## config.mk

```make
export PLATFORM = sky130hd
export DESIGN_NAME = kd_brick_region_split_flat
export DESIGN_NICKNAME = d
export VERILOG_FILES = /design/src/kbrs_pkg.sv /design/src/kbrs_if.sv /design/src/kbrs_cfg.sv /design/src/kbrs_div.sv /design/src/kd_brick_region_split.sv /design/src/flat_wrapper.sv
export SDC_FILE = /design/constraint.sdc
export NUM_CORES = 1
export LEC_CHECK = 0
export ABC_AREA = 0
export BUFFER_PORTS_ARGS = -buffer_cell sky130_fd_sc_hd__buf_2
export CAP_MARGIN = 20
export CORE_MARGIN = 3
export CORE_UTILIZATION = 62
export DETAILED_ROUTE_END_ITERATION = 16
export PLACE_DENSITY_LB_ADDON = 0.08
export SYNTH_ARGS = -nofsm -noshare
export SYNTH_HDL_FRONTEND = slang
export SYNTH_HIERARCHICAL = 1
export SYNTH_SLANG_ARGS = --single-unit
```

## constraint.sdc

```tcl
create_clock -name i_clk -period 7.03 [get_ports i_clk]
set_clock_uncertainty 0.1 [all_clocks]
set_input_delay 1.0545 -clock i_clk [delete_from_list [all_inputs] [get_ports i_clk]]
set_output_delay 1.0545 -clock i_clk [all_outputs]
set_load 0.03 [all_outputs]
```

## src/kbrs_pkg.sv

```systemverilog
// Shared widths, register indexes and structs for the kd brick region split.
// No dependencies; every other file in src imports this package.
package kbrs_pkg;

    // Field widths fixed by the item format
    localparam int RANK_W  = 10;
    localparam int NRANK_W = 11;
    localparam int COORD_W = 16;
    localparam int LEFT_W  = NRANK_W - 1;
    localparam int PROD_W  = LEFT_W + COORD_W;

    // Configuration port
    localparam int PADDR_W = 4;
    localparam int PDATA_W = 32;

    localparam logic [1:0] REG_NUM_RANKS = 2'd0;
    localparam logic [1:0] REG_EXTENT_X  = 2'd1;
    localparam logic [1:0] REG_EXTENT_Y  = 2'd2;
    localparam logic [1:0] REG_EXTENT_Z  = 2'd3;

    typedef struct packed {
        logic [NRANK_W-1:0] num_ranks;
        logic [COORD_W-1:0] extent_x;
        logic [COORD_W-1:0] extent_y;
        logic [COORD_W-1:0] extent_z;
    } t_cfg;

    typedef struct packed {
        logic               start;
        logic [PROD_W-1:0]  dividend;
        logic [NRANK_W-1:0] divisor;
    } t_div_req;

    typedef struct packed {
        logic               done;
        logic [COORD_W-1:0] quotient;
    } t_div_rsp;

endpackage

```

## src/kbrs_if.sv

```systemverilog
// Valid/ready channel interfaces for rank requests and brick region results.
// Depends on kbrs_pkg for the field widths.
interface kbrs_req_if;
    import kbrs_pkg::*;
    logic              valid;
    logic              ready;
    logic [RANK_W-1:0] rank_in;

    modport source (output valid, output rank_in, input ready);
    modport sink   (input valid, input rank_in, output ready);
endinterface

interface kbrs_resp_if;
    import kbrs_pkg::*;
    logic               valid;
    logic               ready;
    logic [RANK_W-1:0]  brick_id;
    logic [COORD_W-1:0] low_x;
    logic [COORD_W-1:0] low_y;
    logic [COORD_W-1:0] low_z;
    logic [COORD_W-1:0] high_x;
    logic [COORD_W-1:0] high_y;
    logic [COORD_W-1:0] high_z;
    logic               rank_ok;

    modport source (output valid, output brick_id, output low_x, output low_y, output low_z,
                    output high_x, output high_y, output high_z, output rank_ok,
                    input ready);
    modport sink   (input valid, input brick_id, input low_x, input low_y, input low_z,
                    input high_x, input high_y, input high_z, input rank_ok,
                    output ready);
endinterface

```

## src/kbrs_cfg.sv

```systemverilog
// APB-style register file: rank count and the three volume extents.
// Depends on kbrs_pkg.
module kbrs_cfg (
    input  logic                         i_clk,
    input  logic                         i_rst_n,
    input  logic                         psel,
    input  logic                         penable,
    input  logic                         pwrite,
    input  logic [kbrs_pkg::PADDR_W-1:0] paddr,
    input  logic [kbrs_pkg::PDATA_W-1:0] pwdata,
    output logic [kbrs_pkg::PDATA_W-1:0] prdata,
    output logic                         pready,
    output kbrs_pkg::t_cfg               o_cfg
);
    import kbrs_pkg::*;

    t_cfg       r_cfg;
    t_cfg       n_cfg;
    logic [1:0] reg_idx;
    logic       wr_en;

    assign reg_idx = paddr[3:2];
    assign wr_en   = psel && penable && pwrite;
    assign pready  = 1'b1;
    assign o_cfg   = r_cfg;

    // Decode the write beat
    always_comb begin
        n_cfg = r_cfg;
        if (wr_en) begin
            case (reg_idx)
                REG_NUM_RANKS: n_cfg.num_ranks = pwdata[NRANK_W-1:0];
                REG_EXTENT_X:  n_cfg.extent_x  = pwdata[COORD_W-1:0];
                REG_EXTENT_Y:  n_cfg.extent_y  = pwdata[COORD_W-1:0];
                REG_EXTENT_Z:  n_cfg.extent_z  = pwdata[COORD_W-1:0];
                default: ;
            endcase
        end
    end

    always_ff @(posedge i_clk) begin
        if (!i_rst_n) begin
            r_cfg.num_ranks <= NRANK_W'(1);
            r_cfg.extent_x  <= COORD_W'(1);
            r_cfg.extent_y  <= COORD_W'(1);
            r_cfg.extent_z  <= COORD_W'(1);
        end else begin
            r_cfg <= n_cfg;
        end
    end

    // Read back, zero extended
    always_comb begin
        case (reg_idx)
            REG_NUM_RANKS: prdata = PDATA_W'(r_cfg.num_ranks);
            REG_EXTENT_X:  prdata = PDATA_W'(r_cfg.extent_x);
            REG_EXTENT_Y:  prdata = PDATA_W'(r_cfg.extent_y);
            REG_EXTENT_Z:  prdata = PDATA_W'(r_cfg.extent_z);
            default:       prdata = '0;
        endcase
    end

endmodule

```

## src/kbrs_div.sv

```systemverilog
// Serial restoring divider, one quotient bit per cycle, for the cut position.
// Depends on kbrs_pkg. The quotient is known to fit in COORD_W bits.
module kbrs_div (
    input  logic               i_clk,
    input  logic               i_rst_n,
    input  kbrs_pkg::t_div_req i_req,
    output kbrs_pkg::t_div_rsp o_rsp
);
    import kbrs_pkg::*;

    localparam int CNT_W = $clog2(COORD_W + 1);

    logic               r_busy, n_busy;
    logic [CNT_W-1:0]   r_cnt, n_cnt;
    logic [NRANK_W-1:0] r_rem, n_rem;
    logic [NRANK_W-1:0] r_dvs, n_dvs;
    logic [COORD_W-1:0] r_acc, n_acc;
    logic               r_done, n_done;
    logic [NRANK_W:0]   trial;
    logic [NRANK_W:0]   diff;
    logic               ge;

    // Shift in the next dividend bit and try the subtract
    assign trial = {r_rem, r_acc[COORD_W-1]};
    assign diff  = trial - {1'b0, r_dvs};
    assign ge    = trial >= {1'b0, r_dvs};

    always_comb begin
        n_busy = r_busy;
        n_cnt  = r_cnt;
        n_rem  = r_rem;
        n_dvs  = r_dvs;
        n_acc  = r_acc;
        n_done = 1'b0;
        if (!r_busy && i_req.start) begin
            // High part of the dividend is already below the divisor
            n_busy = 1'b1;
            n_cnt  = CNT_W'(COORD_W);
            n_rem  = NRANK_W'(i_req.dividend[PROD_W-1:COORD_W]);
            n_acc  = i_req.dividend[COORD_W-1:0];
            n_dvs  = i_req.divisor;
        end else if (r_busy) begin
            n_rem = ge ? diff[NRANK_W-1:0] : trial[NRANK_W-1:0];
            n_acc = {r_acc[COORD_W-2:0], ge};
            n_cnt = r_cnt - CNT_W'(1);
            if (r_cnt == CNT_W'(1)) begin
                n_busy = 1'b0;
                n_done = 1'b1;
            end
        end
    end

    always_ff @(posedge i_clk) begin
        if (!i_rst_n) begin
            r_busy <= 1'b0;
            r_cnt  <= '0;
            r_done <= 1'b0;
        end else begin
            r_busy <= n_busy;
            r_cnt  <= n_cnt;
            r_done <= n_done;
        end
    end

    always_ff @(posedge i_clk) begin
        r_rem <= n_rem;
        r_dvs <= n_dvs;
        r_acc <= n_acc;
    end

    assign o_rsp.done     = r_done;
    assign o_rsp.quotient = r_acc;

    a_rem_below_divisor: assert property (@(posedge i_clk) disable iff (!i_rst_n)
        r_busy |-> (r_rem < r_dvs))
        else $error("divider remainder not below divisor");

    a_done_after_last: assert property (@(posedge i_clk) disable iff (!i_rst_n)
        (r_busy && r_cnt == CNT_W'(1)) |=> (o_rsp.done && !r_busy))
        else $error("divider did not finish after its last step");

    a_done_idle: assert property (@(posedge i_clk) disable iff (!i_rst_n)
        o_rsp.done |-> !r_busy)
        else $error("divider flagged done while still busy");

endmodule

```

## src/kd_brick_region_split.sv

```systemverilog
// kd brick region split: rank in, owned voxel box out, by recursive bisection.
// Flow for a valid rank: accept, then for each of L = ceil(log2(ranks)) levels (at most 10)
// the level, multiply, divider start and divider wait states around the 16-step serial divider,
// then finish; an invalid rank goes straight to finish. One request at a time: a new rank is taken
// only when idle; a finished result may wait in the output register while the next request is taken.
// Synchronous active-low reset idles the sequencer, drops output valid, sets ranks/extents to 1.
module kd_brick_region_split #(
    parameter int MAX_RANKS  = 1024,
    parameter int COORD_BITS = 16
) (
    input  logic                         i_clk,
    input  logic                         i_rst_n,
    kbrs_req_if.sink                     i_req,
    kbrs_resp_if.source                  o_resp,
    input  logic                         psel,
    input  logic                         penable,
    input  logic                         pwrite,
    input  logic [kbrs_pkg::PADDR_W-1:0] paddr,
    input  logic [kbrs_pkg::PDATA_W-1:0] pwdata,
    output logic [kbrs_pkg::PDATA_W-1:0] prdata,
    output logic                         pready
);
    import kbrs_pkg::*;

    localparam logic [2:0] S_IDLE    = 3'd0;
    localparam logic [2:0] S_LEVEL   = 3'd1;
    localparam logic [2:0] S_MUL     = 3'd2;
    localparam logic [2:0] S_DIVGO   = 3'd3;
    localparam logic [2:0] S_DIVWAIT = 3'd4;
    localparam logic [2:0] S_FIN     = 3'd5;

    localparam int MaskBits = (COORD_BITS < COORD_W) ? COORD_BITS : COORD_W;
    localparam logic [COORD_W-1:0] ExtMask = COORD_W'((64'd1 << MaskBits) - 64'd1);

    t_cfg     cfg;
    t_div_req div_req;
    t_div_rsp div_rsp;

    logic [2:0]              r_state, n_state;
    logic [RANK_W-1:0]       r_id, n_id;
    logic [RANK_W-1:0]       r_rank, n_rank;
    logic [NRANK_W-1:0]      r_n, n_n;
    logic                    r_ok, n_ok;
    logic [2:0][COORD_W-1:0] r_lo, n_lo;
    logic [2:0][COORD_W-1:0] r_hi, n_hi;
    logic [1:0]              r_axis, n_axis;
    logic [COORD_W-1:0]      r_size, n_size;
    logic [LEFT_W-1:0]       r_left, n_left;
    logic [PROD_W-1:0]       r_prod, n_prod;

    logic                    r_out_valid, n_out_valid;
    logic [RANK_W-1:0]       r_out_id, n_out_id;
    logic                    r_out_ok, n_out_ok;
    logic [2:0][COORD_W-1:0] r_out_lo, n_out_lo;
    logic [2:0][COORD_W-1:0] r_out_hi, n_out_hi;

    logic [NRANK_W-1:0]      n_eff;
    logic [2:0][COORD_W-1:0] ext_hi;
    logic [2:0][COORD_W-1:0] sz;
    logic [1:0]              axis_01;
    logic [1:0]              axis_sel;
    logic [COORD_W-1:0]      cut;
    logic                    out_free;

    kbrs_cfg u_cfg (
        .i_clk   (i_clk),
        .i_rst_n (i_rst_n),
        .psel    (psel),
        .penable (penable),
        .pwrite  (pwrite),
        .paddr   (paddr),
        .pwdata  (pwdata),
        .prdata  (prdata),
        .pready  (pready),
        .o_cfg   (cfg)
    );

    kbrs_div u_div (
        .i_clk   (i_clk),
        .i_rst_n (i_rst_n),
        .i_req   (div_req),
        .o_rsp   (div_rsp)
    );

    // Clamp the rank count and turn extents into upper corners
    assign n_eff = (32'(cfg.num_ranks) > MAX_RANKS) ? NRANK_W'(MAX_RANKS) : cfg.num_ranks;

    always_comb begin
        logic [2:0][COORD_W-1:0] ext;
        ext[0] = cfg.extent_x & ExtMask;
        ext[1] = cfg.extent_y & ExtMask;
        ext[2] = cfg.extent_z & ExtMask;
        for (int k = 0; k < 3; k++) begin
            ext_hi[k] = (ext[k] == '0) ? '0 : ext[k] - COORD_W'(1);
        end
    end

    // Widest axis, lowest index on a tie
    always_comb begin
        for (int k = 0; k < 3; k++) begin
            sz[k] = r_hi[k] - r_lo[k];
        end
        axis_01  = (sz[1] > sz[0]) ? 2'd1 : 2'd0;
        axis_sel = (sz[2] > sz[axis_01]) ? 2'd2 : axis_01;
    end

    assign cut      = r_lo[r_axis] + div_rsp.quotient;
    assign out_free = !r_out_valid || o_resp.ready;

    assign div_req.start    = (r_state == S_DIVGO);
    assign div_req.dividend = r_prod;
    assign div_req.divisor  = r_n;

    assign i_req.ready = (r_state == S_IDLE);

    // Sequencer: one bisection level per pass through the divider
    always_comb begin
        n_state = r_state;
        n_id    = r_id;
        n_rank  = r_rank;
        n_n     = r_n;
        n_ok    = r_ok;
        n_lo    = r_lo;
        n_hi    = r_hi;
        n_axis  = r_axis;
        n_size  = r_size;
        n_left  = r_left;
        n_prod  = r_prod;
        n_out_valid = r_out_valid && !o_resp.ready;
        n_out_id    = r_out_id;
        n_out_ok    = r_out_ok;
        n_out_lo    = r_out_lo;
        n_out_hi    = r_out_hi;
        case (r_state)
            S_IDLE: begin
                if (i_req.valid) begin
                    n_id   = i_req.rank_in;
                    n_rank = i_req.rank_in;
                    n_n    = n_eff;
                    n_lo   = '0;
                    n_hi   = ext_hi;
                    n_ok   = {1'b0, i_req.rank_in} < n_eff;
                    n_state = ({1'b0, i_req.rank_in} < n_eff) ? S_LEVEL : S_FIN;
                end
            end
            S_LEVEL: begin
                if (r_n <= NRANK_W'(1)) begin
                    n_state = S_FIN;
                end else begin
                    n_axis  = axis_sel;
                    n_size  = sz[axis_sel];
                    n_left  = r_n[NRANK_W-1:1];
                    n_state = S_MUL;
                end
            end
            S_MUL: begin
                n_prod  = PROD_W'(r_left) * PROD_W'(r_size);
                n_state = S_DIVGO;
            end
            S_DIVGO: begin
                n_state = S_DIVWAIT;
            end
            S_DIVWAIT: begin
                if (div_rsp.done) begin
                    // Descend into the half that holds the rank
                    if (r_rank >= r_left) begin
                        n_lo[r_axis] = cut;
                        n_rank = r_rank - r_left;
                        n_n    = r_n - {1'b0, r_left};
                    end else begin
                        n_hi[r_axis] = cut;
                        n_n    = {1'b0, r_left};
                    end
                    n_state = S_LEVEL;
                end
            end
            S_FIN: begin
                if (out_free) begin
                    n_out_valid = 1'b1;
                    n_out_id    = r_id;
                    n_out_ok    = r_ok;
                    n_out_lo    = r_ok ? r_lo : '0;
                    n_out_hi    = r_ok ? r_hi : '0;
                    n_state     = S_IDLE;
                end
            end
            default: n_state = S_IDLE;
        endcase
    end

    always_ff @(posedge i_clk) begin
        if (!i_rst_n) begin
            r_state     <= S_IDLE;
            r_out_valid <= 1'b0;
        end else begin
            r_state     <= n_state;
            r_out_valid <= n_out_valid;
        end
    end

    always_ff @(posedge i_clk) begin
        r_id     <= n_id;
        r_rank   <= n_rank;
        r_n      <= n_n;
        r_ok     <= n_ok;
        r_lo     <= n_lo;
        r_hi     <= n_hi;
        r_axis   <= n_axis;
        r_size   <= n_size;
        r_left   <= n_left;
        r_prod   <= n_prod;
        r_out_id <= n_out_id;
        r_out_ok <= n_out_ok;
        r_out_lo <= n_out_lo;
        r_out_hi <= n_out_hi;
    end

    // Drive the result beat
    assign o_resp.valid    = r_out_valid;
    assign o_resp.brick_id = r_out_id;
    assign o_resp.rank_ok  = r_out_ok;
    assign o_resp.low_x    = r_out_lo[0];
    assign o_resp.low_y    = r_out_lo[1];
    assign o_resp.low_z    = r_out_lo[2];
    assign o_resp.high_x   = r_out_hi[0];
    assign o_resp.high_y   = r_out_hi[1];
    assign o_resp.high_z   = r_out_hi[2];

    a_invalid_zero_box: assert property (@(posedge i_clk) disable iff (!i_rst_n)
        (o_resp.valid && !o_resp.rank_ok) |->
            (o_resp.low_x == '0 && o_resp.low_y == '0 && o_resp.low_z == '0 &&
             o_resp.high_x == '0 && o_resp.high_y == '0 && o_resp.high_z == '0))
        else $error("invalid rank returned a non-empty box");

    a_box_ordered: assert property (@(posedge i_clk) disable iff (!i_rst_n)
        (o_resp.valid && o_resp.rank_ok) |->
            (o_resp.low_x <= o_resp.high_x && o_resp.low_y <= o_resp.high_y &&
             o_resp.low_z <= o_resp.high_z))
        else $error("brick box has a lower corner above its upper corner");

    a_rank_in_range: assert property (@(posedge i_clk) disable iff (!i_rst_n)
        (r_state == S_LEVEL) |-> (r_n != '0 && {1'b0, r_rank} < r_n))
        else $error("remaining rank outside the remaining rank count");

endmodule

```

## src/flat_wrapper.sv

```systemverilog
// flat-port wrapper written by rule: the top's interface ports become plain ports
module kd_brick_region_split_flat import kbrs_pkg::*;
#(
    parameter int MAX_RANKS  = 1024,
    parameter int COORD_BITS = 16
)
  (i_clk, i_rst_n, psel, penable, pwrite, paddr, pwdata, prdata, pready, i_req_valid, i_req_rank_in, i_req_ready, o_resp_valid, o_resp_brick_id, o_resp_low_x, o_resp_low_y, o_resp_low_z, o_resp_high_x, o_resp_high_y, o_resp_high_z, o_resp_rank_ok, o_resp_ready);
  kbrs_req_if i_req_i ();
  kbrs_resp_if o_resp_i ();
  input  logic i_clk;
  input  logic i_rst_n;
  input  logic psel;
  input  logic penable;
  input  logic pwrite;
  input  logic [kbrs_pkg::PADDR_W-1:0] paddr;
  input  logic [kbrs_pkg::PDATA_W-1:0] pwdata;
  output logic [kbrs_pkg::PDATA_W-1:0] prdata;
  output logic pready;
  input wire logic [$bits(i_req_i.valid)-1:0] i_req_valid;
  input wire logic [$bits(i_req_i.rank_in)-1:0] i_req_rank_in;
  output wire logic [$bits(i_req_i.ready)-1:0] i_req_ready;
  output wire logic [$bits(o_resp_i.valid)-1:0] o_resp_valid;
  output wire logic [$bits(o_resp_i.brick_id)-1:0] o_resp_brick_id;
  output wire logic [$bits(o_resp_i.low_x)-1:0] o_resp_low_x;
  output wire logic [$bits(o_resp_i.low_y)-1:0] o_resp_low_y;
  output wire logic [$bits(o_resp_i.low_z)-1:0] o_resp_low_z;
  output wire logic [$bits(o_resp_i.high_x)-1:0] o_resp_high_x;
  output wire logic [$bits(o_resp_i.high_y)-1:0] o_resp_high_y;
  output wire logic [$bits(o_resp_i.high_z)-1:0] o_resp_high_z;
  output wire logic [$bits(o_resp_i.rank_ok)-1:0] o_resp_rank_ok;
  input wire logic [$bits(o_resp_i.ready)-1:0] o_resp_ready;
  assign i_req_i.valid = i_req_valid;
  assign i_req_i.rank_in = i_req_rank_in;
  assign i_req_ready = i_req_i.ready;
  assign o_resp_valid = o_resp_i.valid;
  assign o_resp_brick_id = o_resp_i.brick_id;
  assign o_resp_low_x = o_resp_i.low_x;
  assign o_resp_low_y = o_resp_i.low_y;
  assign o_resp_low_z = o_resp_i.low_z;
  assign o_resp_high_x = o_resp_i.high_x;
  assign o_resp_high_y = o_resp_i.high_y;
  assign o_resp_high_z = o_resp_i.high_z;
  assign o_resp_rank_ok = o_resp_i.rank_ok;
  assign o_resp_i.ready = o_resp_ready;
  kd_brick_region_split #(.MAX_RANKS(MAX_RANKS), .COORD_BITS(COORD_BITS)) u_core (.i_clk(i_clk), .i_rst_n(i_rst_n), .i_req(i_req_i), .o_resp(o_resp_i), .psel(psel), .penable(penable), .pwrite(pwrite), .paddr(paddr), .pwdata(pwdata), .prdata(prdata), .pready(pready));
endmodule
```

Word level (Yosys, flattened, before mapping). Cells that the tools add are included.

Register bits: 397. Bits in latches: 0. Bits in writable memories: 0. Memory bits (read-only): 0. Input port bits: 53. Output and inout bits: 142. Logic and storage cells: 157. Memories: 0.

Add/subtract/negate cells: 11. Multiply operators: 1. Div/mod/pow operators: 0. Magnitude comparators: 11. Equal/unequal tests: 14. Shift operators: 0. Multiplexer cells: 52. Bitwise logic cells: 3. Reduce and logical (&&, ||, !) cells: 29.

Operator list (count): $mux W48 (6); $pmux W48 S2 (2); $mux W16 (9); $pmux W32 S4 (1); $bmux W16 S2 (3); $bwmux W48 (2); $mux W11 (5); $mux W10 (5); $logic_not A16 Y1 (3); $sub A16 B1 Y16 const B (3); $sub A16 B16 Y16 (3); $demux W16 S2 (1); $gt A16 B16 Y1 (2); $mul A10 B16 Y26 (1); $pmux W11 S2 (1); $pmux W10 S2 (1); $pmux W3 S6 (1); $add A16 B16 Y16 (1); $mux W3 (5); $reduce_and A2 Y1 (7); $ge A12 B11 Y1 (1); $gt A11 B11 Y1 const B (1); $le A11 B1 Y1 const B (1); $lt A10 B11 Y1 (1); 29 further kinds (55).

Longest topological paths before layout. Gate-level depths: netlist of the first run.

Depth in word-level cells: 9. Gate-level depth with buffers: 32. Mapped depth without buffers: 30.

Modules after synthesis. The synthesis of the first run kept the hierarchy.

By module, submodules not included: kd_brick_region_split (times used 1, cells each 2248, area each 22629.2 um2, sequential area each 8758.4 um2); kbrs_cfg (times used 1, cells each 258, area each 2732.6 um2, sequential area each 1181.1 um2); kbrs_div (times used 1, cells each 255, area each 2477.4 um2, sequential area each 1271.2 um2).

Worst setup path after synthesis of the first run. No wires, ideal clock.

Path type: reg2reg. From: reg u_core/r_lo[1] (netlist name). To: reg u_core.r_size[2] (data pin). Setup time: 0.269 ns. Arrival: 5.905 ns. Required time: 6.661 ns. Path slack: 0.757 ns. Cell stages (with the launch flop): 30. Path buffers: 2. Clock period less this slack: 6.273 ns. Cell sequence: edfxtp_1 > inv_1 > ha_1 > nor2b_1 > o2111ai_1 > nand3_1 > a311o_1 > a2111oi_0 > nor3_1 > xnor2_1 > inv_1 > ha_1 > and4_1 > and2_1 > nand2_1 > a211oi_1 > o2111ai_2 > o21ai_4 > buf_6 > mux2i_1 > ha_1 > or3_1 > o21ai_0 > a21oi_1 > a31oi_1 > o22a_1 > inv_1 > clkbuf_1 > a221oi_1 > o31ai_1.

Longest elaborated chain between the ends: 9.

Ends and longest elaborated chain: start, declared (RTL line kd_brick_region_split.sv:44) `logic [2:0][COORD_W-1:0] r_lo, n_lo;`; start signal, assigned (RTL line kd_brick_region_split.sv:206) `r_lo <= n_lo;`; $sub A16 B16 Y16 * (RTL line kd_brick_region_split.sv:101) `sz[k] = r_hi[k] - r_lo[k];`; $gt A16 B16 Y1 (RTL line kd_brick_region_split.sv:103) `axis_01 = (sz[1] > sz[0]) ? 2'd1 : 2'd0;`; $mux W1 (RTL line kd_brick_region_split.sv:103); $bmux W16 S2 (RTL line kd_brick_region_split.sv:104) `axis_sel = (sz[2] > sz[axis_01]) ? 2'd2 : axis_01;`; $mux W16 (not written as such) (RTL line kd_brick_region_split.sv:104); $gt A16 B16 Y1 (RTL line kd_brick_region_split.sv:104); $mux W2 (RTL line kd_brick_region_split.sv:104); $bmux W16 S2 * (RTL line kd_brick_region_split.sv:151) `n_size = sz[axis_sel];`; $mux W16 (not written as such) * (RTL line kd_brick_region_split.sv:151); end signal, assigned (RTL line kd_brick_region_split.sv:209) `r_size <= n_size;`; end, declared (RTL line kd_brick_region_split.sv:47) `logic [COORD_W-1:0] r_size, n_size;`.

Every way passes the cells marked *; elsewhere a longest branch is shown, timed or not. The select of a mux whose other input is x is not followed. A chain may end at the register's enable or synchronous reset.

Final worst setup path of the first run.
From: reg u_core/r_lo[0] (netlist name). To: reg u_core.r_size[2] (data pin).

Same word-level chain as after synthesis.

==> results.tsv, run 1 <==
metric	value	unit
path_class	reg -> reg	
drc	0	
ys_warn_count	6	
endpoint_kind	flip-flop	
synth_area	27840	um^2
dieArea	47480	um^2
cts_sinks	397	
ys_ff_latch	397	
syn_area_per_cell	10.08	um^2
fin_crit	6647	ps
cap_violations	0	
use_met1	0.4620	
cts.path.max_buffers	3	
nNetsFinal	3280	
grt-ovfl-total	0	
grt_busiest_layer	met2	
synth_top_cell_by_area	edfxtp_1	
async_flop_share	0	
die_h	217.9	um
fillCellCount	3386	
dr.pass1.iters	6	
drtAntennaViolNets	0	
grt_pass1_wl	119400	um
period_share	0.9456	
cts_tree	built	
yosys-top-cells-area	edfxtp_1 35%, ha_1 8.8%, fa_1 8.4%	
via_count	21756	
grt_antenna_before_repair	0	
antenna_cells	0	
avgViaCountPerCell	6.147	
hold_class	reg -> reg	
layout-drive-gt1-share	0.1225	
seq_area_frac_synth	0.4027	
tns	0	ps
clock-root-buffer	clkbuf_16	
crit_fanout	31	
clkTransAtPathRegs	60	ps
path_common_cell	ha_1	
finalWirelength	78160	um
arrival	6830	ps
post-dp-hpwl	59270	um
io_buffers	159	
cts-buffers-inserted	44	
htreeDepth	2	
rows	77	
synth_cells	2761	
grtUsageTotal	0.3264	
use_met3	0.05950	
met2_usage	0.5101	
rsz0062_at_grt	false	
insertion_delay	590	ps
finalSetupViolCount	0	
area_growth	10.87	%
place.gp.congestion	0.9743	
slew_headroom	0.1811	
finalHoldViolCount	0	
slew_violations	0	
first_iter_violations	2196	
grt_pass1_vias	21045	
start_util	0.6282	
synth_top_area_frac	0.3516	
grt_max_degree	98	
slowest_stage	edfxtp_1	
synth_cell_types	90	
wire_per_inst	22.08	um
fmax	150.4	MHz
synth_edf_count	326	
tightestPinTransition	1224	ps
cp.required	7210	ps
coreArea	44320	um^2
worst_setup_path_start_kind	flip-flop	
cpPeakStageDelay	430	ps
die_x	217.9	um
synthFlopType	edfxtp_1	
status	complete, no violations	
ioPinCount	195	
[placed cells by master (no fill, tap or decap), types with 29 or more instances in the layout]
cell type / instances
nand2_1: 339
edfxtp_1: 326
inv_1: 242
ha_1: 196
and2_1: 173
nor2_1: 169
buf_2: 159
fa_1: 117
a21oi_1: 116
mux2i_1: 95
o21ai_0: 76
xnor2_1: 74
dfxtp_1: 71
buf_4: 65
o22ai_1: 63
nor3_1: 54
xor2_1: 47
clkbuf_16: 44
nand3_1: 37
nor2b_1: 36
a21o_1: 29
[per-stage QoR]
step	worst slack, ps	util	hold slack [ps]	instances	area (um^2)
floorplan	756.9	-	300.3	2776	27900
global placement	466.3	0.6599	301.6	3446	29240
detailed placement	324.8	0.6607	306.6	3449	29280
CTS	248.6	0.6942	318.2	3528	30770
global route	1.029	0.6965	326.3	3539	30870
finish	382.7	0.6965	317.0	3539	30870
[synthesized netlist by cell type (all sizes together), types with 6 or more instances]
cell	count
nor4	14
nand3	37
and3	8
nor2b	36
o21a	23
o22ai	63
or2	10
o31a	6
nor3	57
a31oi	19
and2	174
clkbuf	99
mux2	13
a211o	6
a211oi	25
nand2b	26
o41ai	9
mux4	11
buf	37
o2111ai	9
a22oi	6
o21ai	79
nand4	19
a21boi	9
or3	19
edfxtp	326
fa	117
a21oi	118
xnor2	74
o31ai	17
inv	244
o211ai	10
dfxtp	71
a21o	29
o311ai	6
xor2	47
mux2i	95
nand2	340
ha	196
o21bai	10
nor3b	7
or4	7
nor2	172
[repair_timing]
action                                  4_1_cts  5_1_grt
endpoints found under the setup margin        0       16
gates resized for setup                       0        4
hold buffers                                  0        0
setup buffers                                 0       11
[state kept, by name, indices dropped and copies added, names as in the netlist, 11 cells and up]
name / cells
u_core/r_lo: 48
u_core/o_resp.low_x: 16
u_core/r_hi: 48
u_core/u_div/r_acc: 16
u_core/o_resp.high_x: 16
u_core/u_div/r_dvs: 11
u_core/r_prod: 26
u_core/u_cfg/o_cfg: 59
u_core/o_resp.high_y: 16
u_core/u_div/r_rem: 11
u_core/r_n: 11
u_core/r_size: 16
u_core/o_resp.high_z: 16
u_core/o_resp.low_z: 16
u_core/o_resp.low_y: 16
[cell families (layout without fill, tap and decap cells)]
group	after synthesis	after routing	share of synthesized area
AO/OA/AOI/OAI	488	488	0.1178
XOR/XNOR	121	121	0.03807
adder cells (fa/ha/maj)	313	313	0.1722
buffers and inverters	380	551	0.05676
flip-flops	397	397	0.4027
multiplexers	119	119	0.04831
other	2	17	0.0002698
AND/OR/NAND/NOR	941	941	0.1639
[worst paths after layout]
| kind | start | to | slack [ps] | cells after the start |
|---|---|---|---|---|
| min reg2reg | u_core/r_id[3]$_DFFE_PP_ | u_core/o_resp.brick_id[3]$_DFFE_PP_ | 320 | 0 |
| max reg2reg | u_core/r_lo[0]$_SDFFCE_PN0P_ | u_core/r_size[2]$_DFFE_PP_ | 380 | 28 |
| max | u_core/r_lo[0]$_SDFFCE_PN0P_ | u_core/r_size[2]$_DFFE_PP_ | 380 | 28 |
| min | u_core/r_id[3]$_DFFE_PP_ | u_core/o_resp.brick_id[3]$_DFFE_PP_ | 320 | 0 |
[worst max-delay path, delay by kind of cell (launching register included)]
kind	cells	cell delay, ps
AO/OA/AOI/OAI	11	2640
adder cells (fa/ha/maj)	4	1120
AND/OR/NAND/NOR	7	1120
buffers and inverters	5	760
flip-flops	1	430
multiplexers	1	190
[layer usage]
layer	wire, um	part of all wire
met5	0	0
met4	2741	0.035
met1	33080	0.42
met2	35600	0.46
met3	6738	0.086
[cell type report]
type | instances | area, um^2 | share of cell area
Clock inverter | 21 | 270.3 | 0.008756
Inverter | 244 | 918.4 | 0.02975
Sequential cell | 397 | 11210 | 0.3632
Multi-Input combinational cell | 1999 | 15170 | 0.4915
Clock buffer | 58 | 1215 | 0.03936
Tap cell | 592 | 740.7 | 0.02400
Timing Repair Buffer | 228 | 1341 | 0.04346
Power of run 1 is left out: the tool's default activity adds up to more than one toggle a clock period on the data nets, which glitch-free logic cannot reach.
==> run 2: changes to the inputs <==
- CELL_PAD_IN_SITES_DETAIL_PLACEMENT: default -> 1
- CELL_PAD_IN_SITES_GLOBAL_PLACEMENT: default -> 1
- CORE_UTILIZATION: 62 -> 49
==> results.tsv, run 2 (same netlist as run 1, synthesis figures left out) <==
metric	value	unit	change
status	complete, no violations		unchanged
dpl_cell_area	29490	um^2	was 29280 um^2
clkTransAtPathRegs	60	ps	about the same
period_share	0.9647		was 0.9456
path_class	reg -> reg		unchanged
final-seq-area	11210	um^2	unchanged
hold_class	reg -> reg		unchanged
area_growth	11.65	%	was 10.87%
finalHoldViolCount	0		unchanged
cap_violations	0		unchanged
first_iter_violations	1518		was 2196
final_common_cell	nand2_1		unchanged
io_buffers	159		unchanged
cpPeakStageDelay	440	ps	was 430 ps
stdcell_area	31080	um^2	was 30870 um^2
finalWorstSetupSlack	248.4	ps	was 382.7 ps
mostFrequentLayoutCells	339 x nand2_1, 326 x edfxtp_1, 242 x inv_1		unchanged
cp.required	7260	ps	was 7210 ps
ioPinCount	195		unchanged
clock-root-buffer	clkbuf_16		unchanged
post-dp-hpwl	68430	um	was 59270 um
crit_fanout	14		was 31
tns	0	ps	unchanged
grtUsageTotal	0.2944		was 0.3264
fin_crit	6782	ps	was 6647 ps
start_util	0.5004		was 0.6282
cts-buffers-inserted	46		was 44
fillCellCount	6200		was 3386
htreeDepth	2		unchanged
finalWirelength	88750	um	was 78160 um
cts.path.max_buffers	3		unchanged
finalSetupViolCount	0		unchanged
avgViaCountPerCell	5.911		was 6.147
wire_per_inst	23.97	um	was 22.08 um
grt_pass1_vias	22862		was 21045
post-place-ws	176.6	ps	was 324.8 ps
hold-worst-slack	320.8	ps	was 317.0 ps
grt_pass1_wl	135000	um	was 119400 um
largest_reg_flops	59		unchanged
drc	0		unchanged
slew_violations	0		unchanged
endpoint_kind	flip-flop		unchanged
worst_setup_path_start_kind	flip-flop		unchanged
slew_headroom	0.2707		was 0.1811
die_h	244.4	um	was 217.9 um
rows	86		was 77
via_count	21883		was 21756
multi_input_comb_area	15200	um^2	was 15170 um^2
dieArea	59710	um^2	was 47480 um^2
dr.pass1.iters	5		was 6
place.gp.congestion	0.9491		was 0.9743
coreArea	55630	um^2	was 44320 um^2
grt_antenna_before_repair	4		was 0
layout-drive-gt1-share	0.1239		was 0.1225
nNetsFinal	3281		was 3280
arrival	7010	ps	was 6830 ps
insertion_delay	600	ps	was 590 ps
tightestPinTransition	1094	ps	was 1224 ps
grt_max_degree	98		unchanged
slowest_stage	edfxtp_1		unchanged
cts_sinks	397		unchanged
cts_tree	built		unchanged
fmax	147.5	MHz	was 150.4 MHz
grt-ovfl-total	0		unchanged
cts_hold_buf	0		unchanged
drtAntennaViolNets	0		unchanged
die_x	244.4	um	was 217.9 um
-- run 2: layout make-up --
class                   count  share of cell area
clock buffers              66             0.04335
inverters                 244             0.02955
repair buffers            227             0.04303
diodes                      1          0.00008051
flip-flops and latches    397              0.3607
clock inverters            20            0.004227
well taps                 748             0.03011
multi-input cells        1999              0.4890
-- run 2: layer usage --
metal  wire length [um]  GRT usage  part of all wire
met5                 13          0           0.00015
met1              37500     0.3919              0.42
met4               3293     0.1024             0.037
met3               5639    0.04836             0.064
met2              42300     0.4886              0.48
-- run 2: stage by stage --
stage,util,instances
6_report,0.5587,3702
5_1_grt,0.5587,3701
4_1_cts,0.5567,3694
3_5_place_dp,0.5302,3608
3_3_place_gp,0.5296,3605
2_1_floorplan,-,2776
-- run 2: worst max-delay path: cells and delay by family (launching register included) --
kind | cells | cell delay, ps
flip-flops | 1 | 440
buffers and inverters | 6 | 930
multiplexers | 1 | 110
AO/OA/AOI/OAI | 13 | 2400
AND/OR/NAND/NOR | 6 | 1420
adder cells (fa/ha/maj) | 4 | 1100
-- run 2: path summary, 6_finish.rpt --
check	depth (start not counted)	end	start	slack, ps
worst max-delay path	30	u_core/r_size[4]$_DFFE_PP_	u_core/r_lo[0]$_SDFFCE_PN0P_	250
worst min-delay path	0	u_core/o_resp.brick_id[7]$_DFFE_PP_	u_core/r_id[7]$_DFFE_PP_	320
worst max register to register	30	u_core/r_size[4]$_DFFE_PP_	u_core/r_lo[0]$_SDFFCE_PN0P_	250
worst min register to register	0	u_core/o_resp.brick_id[7]$_DFFE_PP_	u_core/r_id[7]$_DFFE_PP_	320
-- run 2: what timing repair did --
| action | CTS | global route |
|---|---|---|
| setup buffers | 0 | 5 |
| hold endpoints to repair | 0 | 0 |
| resized for setup | 0 | 8 |
| setup endpoints to repair | 0 | 16 |
Power of run 2 is left out for the same reason.
